$ cat config.mk
export PLATFORM = sky130hd
export DESIGN_NAME = edge_profile_band_score_unit
export DESIGN_NICKNAME = d
export VERILOG_FILES = /design/src/design/epbs_pkg.sv /design/src/design/epbs_div.sv /design/src/design/epbs_band.sv /design/src/design/edge_profile_band_score_unit.sv
export SDC_FILE = /design/constraint.sdc
export NUM_CORES = 1
export LEC_CHECK = 0
export BUFFER_PORTS_ARGS = -buffer_cell sky130_fd_sc_hd__buf_2
export CAP_MARGIN = 25
export CORE_ASPECT_RATIO = 1.2
export CORE_MARGIN = 2
export CORE_UTILIZATION = 45
export CTS_CLUSTER_DIAMETER = 60
export DETAILED_ROUTE_END_ITERATION = 8
export SETUP_SLACK_MARGIN = 0.1
export SYNTH_ARGS = -nofsm -noshare
export SYNTH_HDL_FRONTEND = slang
export SYNTH_SLANG_ARGS = --single-unit
$ cat constraint.sdc
create_clock -name clk -period 9.8 [get_ports clk]
set_input_delay 0.98 -clock clk [delete_from_list [all_inputs] [get_ports clk]]
set_output_delay 0.98 -clock clk [all_outputs]
set_load 0.005 [all_outputs]
$ cat src/design/epbs_pkg.sv
`default_nettype none
package epbs_pkg;

	// Defaults for the top-level parameters
	localparam int DEF_MAX_PROFILE_LEN = 512;
	localparam int DEF_VALUE_BITS      = 9;

	// Template ROM sizes
	localparam int X_LO_SIZE = 24;
	localparam int X_HI_SIZE = 24;
	localparam int Y_LO_SIZE = 48;
	localparam int Y_HI_SIZE = 24;

	// Template index width and template value width (hundredths of 1.0)
	localparam int TIDX_W = 6;
	localparam int HUND_W = 7;

	// Upper template is wide (1.0) below this entry and from the tail entry on
	localparam int UPPER_WIDE_HEAD = 4;
	localparam int UPPER_WIDE_TAIL = 20;

	// Template values in hundredths
	localparam logic [HUND_W-1:0] HUND_FULL   = 7'd100;
	localparam logic [HUND_W-1:0] HUND_HALF   = 7'd50;
	localparam logic [HUND_W-1:0] HUND_START  = 7'd40;
	localparam logic [HUND_W-1:0] HUND_SHOULD = 7'd60;
	localparam logic [HUND_W-1:0] HUND_X_BODY = 7'd10;
	localparam logic [HUND_W-1:0] HUND_Y_BODY = 7'd5;
	localparam logic [HUND_W-1:0] HUND_ZERO   = 7'd0;

	// Quotient bits produced by the serial divider
	localparam int QUOT_BITS = 7;

	// Port widths fixed by the item format
	localparam int LEN_IN_W = 10;
	localparam int SCORE_W  = 7;
	localparam int PERCENT  = 100;

	// Upper template value, same for both axes
	function automatic logic [HUND_W-1:0] upper_hundredths(input logic [TIDX_W-1:0] idx);
		logic wide;
		wide = (idx < TIDX_W'(UPPER_WIDE_HEAD)) || (idx >= TIDX_W'(UPPER_WIDE_TAIL));
		return wide ? HUND_FULL : HUND_HALF;
	endfunction

	// Lower template value for column or row profile
	function automatic logic [HUND_W-1:0] lower_hundredths(input logic row,
			input logic [TIDX_W-1:0] idx);
		logic [TIDX_W-1:0] last;
		logic [HUND_W-1:0] val;
		last = row ? TIDX_W'(Y_LO_SIZE - 1) : TIDX_W'(X_LO_SIZE - 1);
		if (idx == '0)
			val = HUND_START;
		else if (idx == TIDX_W'(1))
			val = HUND_SHOULD;
		else if (idx == last - TIDX_W'(1))
			val = HUND_SHOULD;
		else if (idx >= last)
			val = HUND_ZERO;
		else
			val = row ? HUND_Y_BODY : HUND_X_BODY;
		return val;
	endfunction

endpackage
`default_nettype wire

$ cat src/design/epbs_div.sv
`default_nettype none
// Restoring divider, one quotient bit per cycle; quotient saturates at all ones
module epbs_div #(
	parameter int DW = 17,
	parameter int LW = 10
) (
	input  wire logic                           clk,
	input  wire logic                           arst_n,
	input  wire logic                           start,
	input  wire logic [DW-1:0]                  dividend,
	input  wire logic [LW-1:0]                  divisor,
	output logic                                busy,
	output logic [epbs_pkg::QUOT_BITS-1:0]      quotient
);

	localparam int QB    = epbs_pkg::QUOT_BITS;
	localparam int CNT_W = $clog2(QB);

	logic [DW-1:0]    rem_q;
	logic [DW-1:0]    dv_q;
	logic [QB-1:0]    quot_q;
	logic [CNT_W-1:0] cnt_q;
	logic             busy_q;
	logic             fits;

	assign fits     = rem_q >= dv_q;
	assign busy     = busy_q;
	assign quotient = quot_q;

	// Step counter
	always_ff @(posedge clk or negedge arst_n) begin
		if (!arst_n) begin
			busy_q <= 1'b0;
			cnt_q  <= '0;
		end else if (start) begin
			busy_q <= 1'b1;
			cnt_q  <= CNT_W'(QB - 1);
		end else if (busy_q) begin
			if (cnt_q == '0)
				busy_q <= 1'b0;
			else
				cnt_q <= cnt_q - CNT_W'(1);
		end
	end

	// Remainder, shifting divisor and quotient shift register
	always_ff @(posedge clk) begin
		if (start) begin
			rem_q  <= dividend;
			dv_q   <= DW'(divisor) << (QB - 1);
			quot_q <= '0;
		end else if (busy_q) begin
			if (fits)
				rem_q <= rem_q - dv_q;
			dv_q   <= dv_q >> 1;
			quot_q <= {quot_q[QB-2:0], fits};
		end
	end

endmodule
`default_nettype wire

$ cat src/design/epbs_band.sv
`default_nettype none
// Template lookup and strict band test of one scaled average
module epbs_band #(
	parameter int VALUE_BITS = epbs_pkg::DEF_VALUE_BITS
) (
	input  wire logic                                           row,
	input  wire logic [epbs_pkg::QUOT_BITS-1:0]                 q_lo,
	input  wire logic [epbs_pkg::QUOT_BITS-1:0]                 q_hi,
	input  wire logic [VALUE_BITS+epbs_pkg::HUND_W-1:0]         avg100,
	output logic                                                match
);

	localparam int AVG_W = VALUE_BITS + epbs_pkg::HUND_W;
	localparam int QB    = epbs_pkg::QUOT_BITS;
	localparam int TW    = epbs_pkg::TIDX_W;

	logic [TW-1:0]               lo_last;
	logic [TW-1:0]               hi_last;
	logic [TW-1:0]               lo_idx;
	logic [TW-1:0]               hi_idx;
	logic [epbs_pkg::HUND_W-1:0] lo_h;
	logic [epbs_pkg::HUND_W-1:0] hi_h;
	logic [AVG_W-1:0]            lo_sc;
	logic [AVG_W-1:0]            hi_sc;

	// Clamp indexes to the last ROM entry
	assign lo_last = row ? TW'(epbs_pkg::Y_LO_SIZE - 1) : TW'(epbs_pkg::X_LO_SIZE - 1);
	assign hi_last = row ? TW'(epbs_pkg::Y_HI_SIZE - 1) : TW'(epbs_pkg::X_HI_SIZE - 1);
	assign lo_idx  = (q_lo > QB'(lo_last)) ? lo_last : q_lo[TW-1:0];
	assign hi_idx  = (q_hi > QB'(hi_last)) ? hi_last : q_hi[TW-1:0];

	// Look up templates and scale to the average's fixed point
	assign lo_h  = epbs_pkg::lower_hundredths(row, lo_idx);
	assign hi_h  = epbs_pkg::upper_hundredths(hi_idx);
	assign lo_sc = AVG_W'(lo_h) << (VALUE_BITS - 1);
	assign hi_sc = AVG_W'(hi_h) << (VALUE_BITS - 1);

	assign match = (avg100 > lo_sc) && (avg100 < hi_sc);

endmodule
`default_nettype wire

$ cat src/design/edge_profile_band_score_unit.sv
`default_nettype none
// Profile band scorer: one average per transfer, a score on the last one.
// Items are taken only in idle: both dividers form the template indexes, one quotient
// bit per cycle, then an update step counts a match before the next item is taken.
// A last item then reuses divider A for the score division and loads the score before
// the next item is taken; the load waits while an earlier score is held and not taken.
// Reset (arst_n low, asynchronous) clears the counters and drops out_valid.
module edge_profile_band_score_unit #(
	parameter int MAX_PROFILE_LEN = epbs_pkg::DEF_MAX_PROFILE_LEN,
	parameter int VALUE_BITS      = epbs_pkg::DEF_VALUE_BITS
) (
	input  wire logic                              clk,
	input  wire logic                              arst_n,
	input  wire logic [VALUE_BITS-1:0]             average_value,
	input  wire logic                              axis,
	input  wire logic [epbs_pkg::LEN_IN_W-1:0]     profile_length,
	input  wire logic                              last_item,
	input  wire logic                              in_valid,
	output logic                                   in_ready,
	output logic [epbs_pkg::SCORE_W-1:0]           score_percent,
	output logic                                   out_valid,
	input  wire logic                              out_ready
);

	localparam int PW     = $clog2(MAX_PROFILE_LEN);
	localparam int MW     = $clog2(MAX_PROFILE_LEN + 1);
	localparam int QB     = epbs_pkg::QUOT_BITS;
	localparam int DW     = MW + QB;
	localparam int LEN_CW = (MW > epbs_pkg::LEN_IN_W) ? MW : epbs_pkg::LEN_IN_W;
	localparam int AVG_W  = VALUE_BITS + epbs_pkg::HUND_W;
	localparam int SW     = epbs_pkg::SCORE_W;

	typedef enum logic [1:0] {S_IDLE, S_IDX, S_SCORE} state_t;

	state_t           state_q;
	logic [PW-1:0]    pos_q;
	logic [MW-1:0]    match_q;
	logic             out_valid_q;
	logic [MW-1:0]    len_q;
	logic [AVG_W-1:0] avg100_q;
	logic             row_q;
	logic             last_q;
	logic [SW-1:0]    score_q;

	logic             accept;
	logic [LEN_CW-1:0] len_wide;
	logic [MW-1:0]    len_clamp;
	logic [DW-1:0]    idx_lo_dvd;
	logic [DW-1:0]    idx_hi_dvd;
	logic [DW-1:0]    score_dvd;
	logic             band_match;
	logic [MW-1:0]    match_next;
	logic             idx_done;
	logic             start_a;
	logic [DW-1:0]    dividend_a;
	logic [MW-1:0]    divisor_a;
	logic             busy_a;
	logic             busy_b;
	logic [QB-1:0]    quot_a;
	logic [QB-1:0]    quot_b;
	logic [SW-1:0]    score_sat;
	logic             out_free;
	logic             score_load;

	assign in_ready      = (state_q == S_IDLE);
	assign accept        = in_valid && in_ready;
	assign out_valid     = out_valid_q;
	assign score_percent = score_q;
	assign out_free      = !out_valid_q || out_ready;

	// Clamp the profile length to 1..MAX_PROFILE_LEN
	always_comb begin
		len_wide = LEN_CW'(profile_length);
		if (len_wide == '0)
			len_clamp = MW'(1);
		else if (len_wide > LEN_CW'(MAX_PROFILE_LEN))
			len_clamp = MW'(MAX_PROFILE_LEN);
		else
			len_clamp = MW'(len_wide);
	end

	// Index dividends: position times (rom size - 1)
	assign idx_lo_dvd = axis ? DW'(pos_q) * DW'(epbs_pkg::Y_LO_SIZE - 1)
	                         : DW'(pos_q) * DW'(epbs_pkg::X_LO_SIZE - 1);
	assign idx_hi_dvd = axis ? DW'(pos_q) * DW'(epbs_pkg::Y_HI_SIZE - 1)
	                         : DW'(pos_q) * DW'(epbs_pkg::X_HI_SIZE - 1);

	// Match counter with saturation
	assign match_next = (band_match && (match_q < MW'(MAX_PROFILE_LEN)))
	                  ? match_q + MW'(1) : match_q;
	assign score_dvd  = DW'(match_next) * DW'(epbs_pkg::PERCENT);

	// Share divider A between the lower index and the score
	assign idx_done   = (state_q == S_IDX) && !busy_a && !busy_b;
	assign start_a    = accept || (idx_done && last_q);
	assign dividend_a = accept ? idx_lo_dvd : score_dvd;
	assign divisor_a  = accept ? len_clamp : len_q;

	assign score_sat = (quot_a > QB'(epbs_pkg::PERCENT)) ? SW'(epbs_pkg::PERCENT)
	                                                      : SW'(quot_a);

	// Load the score once the division is done and the output is free
	assign score_load = (state_q == S_SCORE) && !busy_a && out_free;

	epbs_div #(.DW(DW), .LW(MW)) u_div_a (
		.clk      (clk),
		.arst_n   (arst_n),
		.start    (start_a),
		.dividend (dividend_a),
		.divisor  (divisor_a),
		.busy     (busy_a),
		.quotient (quot_a)
	);

	epbs_div #(.DW(DW), .LW(MW)) u_div_b (
		.clk      (clk),
		.arst_n   (arst_n),
		.start    (accept),
		.dividend (idx_hi_dvd),
		.divisor  (len_clamp),
		.busy     (busy_b),
		.quotient (quot_b)
	);

	epbs_band #(.VALUE_BITS(VALUE_BITS)) u_band (
		.row    (row_q),
		.q_lo   (quot_a),
		.q_hi   (quot_b),
		.avg100 (avg100_q),
		.match  (band_match)
	);

	// Sequencer, counters, output valid and score
	always_ff @(posedge clk or negedge arst_n) begin
		if (!arst_n) begin
			state_q     <= S_IDLE;
			pos_q       <= '0;
			match_q     <= '0;
			out_valid_q <= 1'b0;
			score_q     <= '0;
		end else begin
			if (score_load) begin
				out_valid_q <= 1'b1;
				score_q     <= score_sat;
			end else if (out_ready) begin
				out_valid_q <= 1'b0;
			end
			case (state_q)
				S_IDLE: begin
					if (accept)
						state_q <= S_IDX;
				end
				S_IDX: begin
					if (idx_done) begin
						if (last_q) begin
							pos_q   <= '0;
							match_q <= '0;
							state_q <= S_SCORE;
						end else begin
							match_q <= match_next;
							if (pos_q < PW'(MAX_PROFILE_LEN - 1))
								pos_q <= pos_q + PW'(1);
							state_q <= S_IDLE;
						end
					end
				end
				S_SCORE: begin
					if (score_load)
						state_q <= S_IDLE;
				end
				default: state_q <= S_IDLE;
			endcase
		end
	end

	// Hold the accepted item
	always_ff @(posedge clk) begin
		if (accept) begin
			avg100_q <= AVG_W'(average_value) * AVG_W'(epbs_pkg::PERCENT);
			row_q    <= axis;
			last_q   <= last_item;
			len_q    <= len_clamp;
		end
	end

endmodule
`default_nettype wire
After elaboration in Yosys (flattened, before gate mapping)
Cells that the tools add are included.

Add/sub/neg operators: 7. $mul: 4. Order comparisons: 13. Equal/unequal tests: 9. Multiplexer cells: 48. Reduce and logical (&&, ||, !) cells: 33.

Operator list (number): $mux W17 (4); $mux W16 (4); $mux W10 (5); $mux W14 (3); $mux W7 (6); $ge A17 B16 Y1 (2); $sub A17 B16 Y17 (2); $mul A9 B5 Y14 const B (2); $mux W3 (6); $mux W6 (3); $mux W9 (2); $gt A16 B15 Y1 (1); $lt A16 B15 Y1 (1); $mul A10 B5 Y15 const B (1); $mul A9 B6 Y15 const B (1); $mux W15 (1); $reduce_and A2 Y1 (6); $reduce_bool A2 Y1 (6); $add A10 B1 Y10 const B (1); $gt A10 B10 Y1 const B (1); $logic_not A10 Y1 (1); $lt A10 B10 Y1 const B (1); $add A9 B1 Y9 const B (1); $lt A9 B9 Y1 const B (1); 25 further kinds (52).

Register bits: 143. Output and inout port bits: 9. Logic and storage cells: 136.

Depth between registers and ports, before layout
Gate-level depths: netlist of run 1.

Depth in word-level cells: 15. Gate-level depth with buffers: 35. Mapped depth without buffers: 34.

Cells and area by module
Synthesis of run 1 repeated with hierarchy kept, for this count alone.

Cells, all modules: 1325. Area, all modules: 12246.7 µm².

By module, submodules not included: edge_profile_band_score_unit (times used 1, cells an instance 705, area an instance 6319.8 µm², sequential area each 1406.3 µm²); epbs_div (times used 2, cells an instance 277, area an instance 2687.6 µm², sequential area each 1171.1 µm²); epbs_band (times used 1, cells an instance 66, area an instance 551.8 µm², sequential area each 0.0 µm²).

Least setup slack after synthesis of run 1
No wires, ideal clock.

Path kind: reg-to-reg. Start: register row_q. End: register u_div_a.rem_q[14], data pin. Setup time: 0.261 ns. Arrival: 6.735 ns. Required time: 9.539 ns. Slack: 2.804 ns. Stages on the path, launching flop included: 35. Path through: edfxtp_1 > inv_1 > ha_1 > nand3_1 > nor2_1 > o21ai_1 > mux2_2 > ha_1 > inv_1 > a31oi_1 > o21a_1 > o21ai_0 > nor2b_1 > nand3_1 > ha_1 > and4b_1 > nand4_1 > nand4b_1 > a211oi_2 > buf_6 > nand2_1 > xnor2_1 > ha_1 > ha_1 > inv_1 > fa_1 > inv_1 > ha_1 > a21o_1 > a21oi_1 > a21oi_1 > o41ai_1 > xor2_1 > nor2_1 > a311o_1.

Cells in the longest elaborated chain, start to end: 15. Elaborated cells between the ends (all ways): 20. Those cells by class: add/sub (1); mul (1); order compare (3); eq/ne (2); mux (10); reduce/logical (3).

RTL lines: from (decl) (line edge_profile_band_score_unit.sv:41) `logic row_q;`; from (signal assigned) (line edge_profile_band_score_unit.sv:180) `row_q <= axis;`; $mux W6 (line epbs_pkg.sv:51, epbs_band.sv:27); $gt A7 B6 Y1 (line epbs_band.sv:29) `assign lo_idx = (q_lo > QB'(lo_last)) ? lo_last : q_lo[TW-1:0];`; $mux W6 (line epbs_band.sv:29); $ge A6 B6 Y1 (line epbs_pkg.sv:58) `else if (idx >= last)`; $mux W7 (line epbs_pkg.sv:58); $mux W7 (line epbs_pkg.sv:56) `else if (idx == last - TIDX_W'(1))`; $mux W7 (line epbs_pkg.sv:54) `else if (idx == TIDX_W'(1))`; $mux W7 * (line epbs_pkg.sv:52) `if (idx == '0)`; $gt A16 B15 Y1 * (line epbs_band.sv:38) `assign match = (avg100 > lo_sc) && (avg100 < hi_sc);`; $logic_and A1 B1 Y1 * (line epbs_band.sv:38); $logic_and A1 B1 Y1 * (line edge_profile_band_score_unit.sv:89) `assign match_next = (band_match && (match_q < MW'(MAX_PROFILE_LEN)))`; $mux W10 * (line edge_profile_band_score_unit.sv:90) `? match_q + MW'(1) : match_q;`; $mul A10 B5 Y15 * (line edge_profile_band_score_unit.sv:91) `assign score_dvd = DW'(match_next) * DW'(epbs_pkg::PERCENT);`; $mux W17 * (line edge_profile_band_score_unit.sv:96) `assign dividend_a = accept ? idx_lo_dvd : score_dvd;`; $mux W17 * (line epbs_div.sv:48) `if (start) begin`; to (signal assigned) (line epbs_div.sv:49) `rem_q <= dividend;`; to (signal assigned) (line epbs_div.sv:54) `rem_q <= rem_q - dv_q;`; to (decl) (line epbs_div.sv:19) `logic [DW-1:0] rem_q;`.

Mark *: on every way between the ends. The rest lies on a longest branch, timed or not. A chain may end at the register's enable or synchronous reset.

Worst setup path in the final report of run 1
Ends and elaborated chain as after synthesis.

==> run metrics, run 1 <==
share of cells above drive strength 1=7.06%; slowest CP cell=a211oi_2; die area=0.0273 mm^2; drt initial violations=514; Mapped Area=between 0.01 and 0.015 mm^2; Compound-Gate Fraction of Synth Area=approximately 15%; Max-Cap Viols=0; outcome=finished, final reports clean; clock tree buffer depth=2; vias in the first global route=about 8700; Synth Flop Type=edfxtp_1; setup violators final=0; Pwr Density=375 mW/mm^2; CP Data Required Time=between 9 and 10 ns; delay of the slowest cell on the worst path=0.68 ns; clk_skew=about 0.013 ns; GR Overflow Total=0; clk sinks=~140; maximum vdd drop=~170 uV; WL final=26.8 mm; Max Clock Freq=around 0.12 GHz; final RePlAce weighted congestion=between 0.8 and 0.9; pin count of the biggest net entering global routing=58; mux contribution to synthesized area=3.47%; worst hold path type=flop to flop; root buf cell=clkbuf_16; die width=151 um; Rel. slew slack=40.2%; # Post-CTS Setup Buffers=0; drt wl/cell=16.7 um; initial antenna violation count=0; DRC viols=0; adder-cell share of the synthesized area=24.9%; CP Max Fanout=12; endpoint class of the critical path=flop; most frequent CP cell=ha_1; Core Region=between 0.02 and 0.03 mm^2; IO Pins=34; CTS tree=yes; final core occ=50.0%; Least-Margin Pin Slew=0.897 ns; Mean Syn Cell Area=approximately 9.5 um^2; Post-CTS Hold Buffers=0; hold violation count in the final report=0; Overall Global Routing Usage=20.5%; DR pass1 iterations=4; ANT nets after route=0; Die H=between 150 and 200 um; Post-synth ARST share=25.9%; final period utilization=83.7%; worst path arrival time=8.39 ns; Synth Net Count=1466; Post-Synthesis Cells=roughly 1200; hpwl dp=20.5 mm; CP Class=flop to flop; Clk pin slew, worst setup/hold paths=0.06 ns; htree depth=4; PortBufs=33; XOR/XNOR share of the synthesized area=5.60%; Pins Over Slew Limit=0; global-route wire length before repair=approximately 44 mm; Worst path top cell family by delay=compound AO/OA/AOI/OAI gates; RSZ-0062 raised after global routing=false; CP bufs+invs=4; Post-Synth Simple-Gate Area=13.4%; distinct cell type count of the synthesized netlist=72; via count=approximately 8700; std cell rows=64; synth warn=0; crit path time final=8.20 ns; Initial Utilization=45.7%; Area growth, synth to finish=9.44%; EDFF count, synth=between 60 and 70; largest family of logic cells by synthesized area=adder cells; clk_lat worst skew=0.44 ns; sequential-to-total area share from yosys stat=31.8%; P_leak=6.32 nW; drt via density=roughly 5.4; cts repair resizes=0; setup TNS=0 ns; Worst setup SP type=flop; ant diodes=0; Num CTS Buffers=17; nets=roughly 1500; Seq cells post-synth=143
==> registers in the layout (all words and copies together), names as in the netlist <==
signal / flops
u_div_b.dv_q: 16
u_div_b.busy: 1
u_div_b.quotient: 7
u_div_a.rem_q: 17
avg100_q: 14
match_q: 10
u_div_a.cnt_q: 3
u_div_a.busy: 1
pos_q: 9
out_valid: 1
len_q: 10
last_q: 1
state_q: 2
row_q: 1
u_div_b.rem_q: 17
score_percent: 7
u_div_b.cnt_q: 3
u_div_a.quotient: 7
u_div_a.dv_q: 16
==> per-layer routing <==
metal  global-route usage (%)  wire length [um]  up-vias  part of all wire (%)
li1                         -                 -     4408                     -
met1                     25.8             12100     4138                    45
met2                     35.4             13300      119                    50
met3                     3.06               768       30                   2.9
met4                     7.18               667        0                   2.5
met5                        0                 0        -                     0
==> power breakdown <==
group	total, mW	leakage (nW)	internal (mW)	switching (mW)
Sequential	1.18	1.46	1.01	0.170
Clock	0.682	0.288	0.401	0.282
Combinational	2.94	4.57	1.24	1.70
==> layout make-up <==
| type | count | area [um^2] |
|---|---|---|
| multi-input combinational | 910 | 7280 |
| fill | 2360 | 12800 |
| timing repair buffer | 41 | 225 |
| tap | 330 | 413 |
| clock buffer | 18 | 429 |
| inverter | 149 | 559 |
| sequential | 143 | 3720 |
| clock inverter | 14 | 163 |
==> cell families (layout without fill, tap and decap cells) <==
family | Yosys count | after routing
fa+ha+maj | 207 | 207
simple gates | 322 | 322
compound gates | 268 | 268
mux | 40 | 40
buf+inv | 181 | 222
flops | 143 | 143
xor+xnor | 73 | 73
==> placed cells by master (no fill, tap or decap), types with 36 or more instances in the layout <==
| master | count |
|---|---|
| inv_1 | 147 |
| o21ai_0 | 68 |
| a21oi_1 | 63 |
| dfxtp_1 | 39 |
| edfxtp_1 | 67 |
| mux2i_1 | 36 |
| nor2_1 | 93 |
| nand2_1 | 89 |
| ha_1 | 165 |
| dfrtp_1 | 37 |
| fa_1 | 42 |
| xnor2_1 | 38 |
==> worst register-to-register path, delay by kind of cell, from the launching register on <==
family | cells | cell delay, ns
AOI/OAI and AO/OA | 10 | 2.70
adders and majority gates | 7 | 2.25
and+or+nand+nor | 9 | 1.20
xor gates and xnor gates | 2 | 0.52
DFF | 1 | 0.50
buffers and inverters | 4 | 0.41
muxes | 1 | 0.38
==> synth_stat cells, drive strengths merged, types with 8 or more instances <==
library cell  number  area share [%]
mux2i             36             3.1
ha               165              18
xnor2             38             2.8
a31oi             11            0.59
or3                8            0.47
nor2b             11            0.59
clkbuf            23            0.74
nor2              94             3.0
o21a              12            0.77
o22ai              8            0.43
dfrtp             37             7.9
a21oi             63             2.7
o21ai             72             3.1
a21o              27             1.7
a22o              19             1.4
nand3             27             1.2
nand2             90             2.9
nand4             10            0.54
a211oi            14            0.99
dfxtp             39             6.7
inv              148             4.8
fa                42             7.2
xor2              35             2.8
buf                9            0.37
edfxtp            67              17
nand2b            10            0.54
o21bai             8            0.51
nor4               8            0.43
and3              12            0.64
nor3              19            0.81
==> worst paths after layout <==
path	from	end	slack, ns	depth (start not counted)
max	row_q	u_div_a.rem_q[14]	1.60	33
min	len_q[9]	len_q[9]	0.45	1
max reg2reg	row_q	u_div_a.rem_q[14]	1.60	33
min reg2reg	len_q[9]	len_q[9]	0.45	1
max in group asynchronous	arst_n	pos_q[8]	8.56	1
min in group asynchronous	arst_n	score_percent[5]	0.66	1
==> stage by stage <==
stage / instance area (um^2) / power, mW / setup WS, ns / hold WS [ns] / cells
floorplan: 11700 / 3.41 / 2.80 / 0.416 / 1234
global placement: 12200 / 4.06 / 1.80 / 0.429 / 1573
detailed placement: 12200 / 4.11 / 1.63 / 0.442 / 1573
CTS: 12800 / 4.83 / 1.61 / 0.456 / 1605
global route: 12800 / 5.28 / 0.871 / 0.468 / 1605
finish: 12800 / 4.80 / 1.60 / 0.448 / 1605
Note: power is estimated with default switching activity, not from simulation.
==> inputs of run 2 (changes only) <==
==> constraint.sdc (replaced) <==
create_clock -name clk -period 7.6 [get_ports clk]
set_input_delay 0.76 -clock clk [delete_from_list [all_inputs] [get_ports clk]]
set_output_delay 0.76 -clock clk [all_outputs]
set_load 0.005 [all_outputs]
==> run metrics, run 2 (same netlist as run 1, synthesis figures left out) <==
Worst setup SP type=flop; FF-to-FF End=u_div_a.rem_q[14]; dpl cell area=0.0122 mm^2; switching power=2.81 mW; Final Cell Area=0.0130 mm^2; Pwr Density=483 mW/mm^2; hpwl dp=20.4 mm; final period utilization=94.7%; initial antenna violation count=0; r2r startpoint=row_q; Net Sw Frac=44.9%; area of the multi-input gates=approximately 0.0074 mm^2; share of cells above drive strength 1=around a tenth; hold worst-path end=len_q[9]; htree depth=4; Core Region=0.0255 mm^2; setup slack after layout=0.406 ns; CP Data Required Time=around 8 ns; most frequent CP cell=ha_1; clock tree buffer depth=2; P_int=3.45 mW; Max-Cap Viols=0; Pins Over Slew Limit=0; crit path time final=7.19 ns; PortBufs=33; worst hold path type=flop to flop; clk_lat worst skew=about 0.44 ns; CTS tree=yes; delay of the slowest cell on the worst path=around 0.48 ns; DRC viols=0; slowest CP cell=fa_1; GR Overflow Total=0; root buf cell=clkbuf_16; Clk pin slew, worst setup/hold paths=approximately 0.070 ns; Area growth, synth to finish=10.9%; Overall Global Routing Usage=20.3%; combinational share of power=62.9%; drt initial violations=477; CP Max Fanout=5; Initial Utilization=between 40% and 50%; R2R Setup Slk=around 0.4 ns; commonest non-fill, non-tap cell in the layout=ha_1; setup violators final=0; hold violation count in the final report=0; Final Power=6.26 mW; Place WS=-0.147 ns; IO Pins=34; Least-Margin Pin Slew=0.916 ns; pin count of the biggest net entering global routing=58; sequential power share=24.2%; Num CTS Buffers=17; final core occ=50.7%; Worst Hold Depth=1; global-route wire length before repair=43.9 mm; worst path arrival time=7.39 ns; ANT nets after route=0; std cell rows=64; RSZ-0062 raised after global routing=false; number of fill cells=2368; drt wl/cell=~16 um; clk_skew=roughly 0.011 ns; hold path start=len_q[9]; largest registers=u_div_a.rem_q x17, u_div_b.rem_q x17; endpoint class of the critical path=flop; die width=151 um; vias in the first global route=8843; outcome=finished, final reports clean; Post-CTS Hold Buffers=0; Die H=about 180 um; die area=0.0273 mm^2; P_leak=6.40 nW; CP Class=flop to flop; cells on worst reg2reg path=30; clk sinks=roughly 140; setup TNS=0 ns; maximum vdd drop=roughly 270 uV; Rel. slew slack=between 30 and 40%; WL final=between 20 and 30 mm; DR pass1 iterations=4; drt via density=about 5.4; final RePlAce weighted congestion=0.860; ant diodes=0; clock share of power=around an eighth; Max Clock Freq=0.139 GHz; via count=8803; FF+latch area=0.00372 mm^2; leading cell types in the layout, fill and taps excluded=163 x ha_1, 146 x inv_1, 93 x nor2_1, 87 x nand2_1, 67 x edfxtp_1; nets=roughly 1500
## run 2: power groups by stage
stage	Sequential [mW]	Combinational (mW)	Clock, mW
4_1_cts	1.52	3.85	0.824
5_1_grt	1.56	4.45	0.858
3_5_place_dp	1.53	3.79	0
3_3_place_gp	1.52	3.74	0
2_1_floorplan	1.45	2.95	0
6_report	1.52	3.94	0.808
## run 2: per-stage QoR
stage               std cells  hold slack, ns
CTS                      1610           0.454
finish                   1617           0.450
floorplan                1234           0.416
global route             1617           0.475
detailed placement       1578           0.439
global placement         1578           0.432
## run 2: repair_timing
action,CTS,global route
setup endpoints to repair,3,6
buffers inserted,0,7
gates resized for setup,3,20
pin swaps,0,10
## run 2: worst max-delay path, delay by kind of cell, from the launching register on
family          cells  cell delay, ns
simple gates        9            0.90
flops               1            0.43
xor+xnor            1            0.18
mux                 2            0.79
fa+ha+maj           7            2.30
buf+inv             2            0.17
compound gates      9            2.16
## run 2: per-layer routing
layer,vias to the layer above,track usage [%],wire length [um]
li1,4443,-,-
met1,4204,25.5,12100
met2,113,35.2,13200
met3,43,2.76,608
met4,0,7.59,735
met5,-,0,0
## run 2: final cells by class
class / instances / share of cell area [%]
clock inverters: 11 / 0.609
flip-flops and latches: 143 / 28.7
multi-input cells: 910 / 57.1
well taps: 330 / 3.19
repair buffers: 53 / 2.46
inverters: 149 / 4.32
clock buffers: 21 / 3.64
## run 2: how the worst max path moves through the flow
stage                from                 to  slack (ns)  cells after the start
finish              row_q  u_div_a.rem_q[14]        0.41                     30
CTS                 row_q  u_div_a.rem_q[14]        0.11                     33
detailed placement  row_q  u_div_a.rem_q[14]       -0.15                     33
floorplan           row_q  u_div_a.rem_q[14]        0.60                     34
global placement    row_q  u_div_a.rem_q[14]        0.05                     33
global route        row_q  u_div_a.rem_q[14]        0.09                     33
==> inputs of run 3 (changes only) <==
--- a/config.mk
+++ b/config.mk
@@ -7,9 +7,10 @@
 export LEC_CHECK = 0
 export BUFFER_PORTS_ARGS = -buffer_cell sky130_fd_sc_hd__buf_2
 export CAP_MARGIN = 25
-export CORE_ASPECT_RATIO = 1.2
+export CORE_ASPECT_RATIO = 1.5
 export CORE_MARGIN = 2
 export CORE_UTILIZATION = 45
+export CTS_BUF_LIST = sky130_fd_sc_hd__clkbuf_4 sky130_fd_sc_hd__clkbuf_8
 export CTS_CLUSTER_DIAMETER = 60
 export DETAILED_ROUTE_END_ITERATION = 8
 export SETUP_SLACK_MARGIN = 0.1
==> run metrics, run 3 (same netlist as run 1, synthesis figures left out) <==
outcome=finished, final reports clean; Worst setup SP type=flop; final RePlAce weighted congestion=0.878; CP Max Fanout=5; placed insts=roughly 1600; drt wl/cell=17.0 um; Core Region=0.0257 mm^2; maximum vdd drop=229 uV; hold violation count in the final report=0; FF+latch area=0.00372 mm^2; CP Class=flop to flop; nets=1504; CTS tree=yes; crit path time final=slightly above 7 ns; Area growth, synth to finish=9.19%; final period utilization=94.1%; Initial Utilization=45.5%; leading cell types in the layout, fill and taps excluded=165 x ha_1, 146 x inv_1, 93 x nor2_1, 87 x nand2_1; Max Clock Freq=~0.14 GHz; std cell rows=72; Clk pin slew, worst setup/hold paths=about 0.090 ns; Overall Global Routing Usage=21.0%; Pins Over Slew Limit=0; Die H=between 200 and 250 um; die area=0.0273 mm^2; Pwr Density=476 mW/mm^2; WL final=around 27 mm; CP Data Required Time=about 7.9 ns; initial antenna violation count=0; final cell count without fillers=approximately 1600; dpl cell area=0.0122 mm^2; PortBufs=33; DRC viols=0; RSZ-0062 raised after global routing=false; final core occ=49.7%; P_leak=6.31 nW; ANT nets after route=0; worst hold path type=input port to async pin; slowest CP cell=fa_1; Final Power=6.08 mW; most frequent CP cell=ha_1; delay of the slowest cell on the worst path=between 0.4 and 0.5 ns; Max-Cap Viols=0; drt initial violations=approximately 420; endpoint class of the critical path=flop; via count=8820; share of cells above drive strength 1=about a tenth; GR Overflow Total=0; Num CTS Buffers=17; clk_skew=0.0170 ns; pin count of the biggest net entering global routing=57; largest registers=u_div_a.rem_q x17, u_div_b.rem_q x17; setup violators final=0; number of fill cells=2454; Rel. slew slack=39.4%; clock tree buffer depth=2; IO Pins=34; Least-Margin Pin Slew=0.909 ns; clk_lat worst skew=0.49 ns; vias in the first global route=9082; Final Cell Area=0.0128 mm^2; hpwl dp=21.5 mm; global-route wire length before repair=45.1 mm; die width=136 um; drt via density=5.45; htree depth=4; clk sinks=between 100 and 150; commonest non-fill, non-tap cell in the layout=ha_1; area of the multi-input gates=roughly 0.0074 mm^2; DR pass1 iterations=5; ant diodes=0; root buf cell=clkbuf_8; worst path arrival time=about 7.4 ns
-- run 3: metal layers --
metal | vias to the layer above | global-route usage, % | share of wire (%)
met5 | - | 0 | 0
met4 | 0 | 9.49 | 4.0
met3 | 61 | 3.20 | 2.1
met2 | 133 | 39.1 | 54
met1 | 4212 | 23.0 | 40
li1 | 4414 | - | -
-- run 3: repair_timing --
item	4_1_cts	5_1_grt
buffers inserted	0	6
pin swaps	0	8
setup endpoints to repair	2	6
gates cloned	0	0
resized for setup	3	17
hold buffers	0	0
-- run 3: worst max-delay path, delay by kind of cell, from the launching register on --
family / cells / cell delay, ns
and+or+nand+nor: 8 / 0.87
AOI/OAI and AO/OA: 11 / 2.19
buffers and inverters: 4 / 0.33
muxes: 1 / 0.37
adders and majority gates: 7 / 2.30
DFF: 1 / 0.44
xor gates and xnor gates: 2 / 0.39
-- run 3: layout make-up --
cell class | instances | share of cell area, %
Clock buffer | 18 | 1.89
Sequential cell | 143 | 29.2
Inverter | 149 | 4.38
Clock inverter | 14 | 1.23
Multi-Input combinational cell | 910 | 57.7
Timing Repair Buffer | 51 | 2.38
Tap cell | 333 | 3.27
-- run 3: per-stage QoR --
stage               hold WS [ns]  setup WS (ns)  TNS, ns
finish                     0.394          0.450        0
global route               0.440         0.0763        0
CTS                        0.389          0.159        0
detailed placement         0.435        -0.0671  -0.0671
global placement           0.428         0.0275        0
floorplan                  0.416          0.604        0
-- run 3: worst paths after layout --
| path | startpoint | end | slack, ns | depth (start not counted) |
|---|---|---|---|---|
| worst max-delay path | row_q | u_div_a.rem_q[14] | 0.45 | 33 |
| worst min-delay path | arst_n | score_percent[6] | 0.39 | 1 |
| worst max register to register | row_q | u_div_a.rem_q[14] | 0.45 | 33 |
| worst min register to register | len_q[9] | len_q[9] | 0.45 | 1 |
| max in group asynchronous | arst_n | pos_q[3] | 6.62 | 1 |
| min in group clk | len_q[9] | len_q[9] | 0.45 | 1 |
-- run 3: where the power goes --
part / total [mW] / internal (mW) / switching (mW)
clock: 0.629 / 0.301 / 0.328
sequential: 1.53 / 1.30 / 0.227
combinational: 3.92 / 1.68 / 2.24
total: 6.08 / 3.28 / 2.79
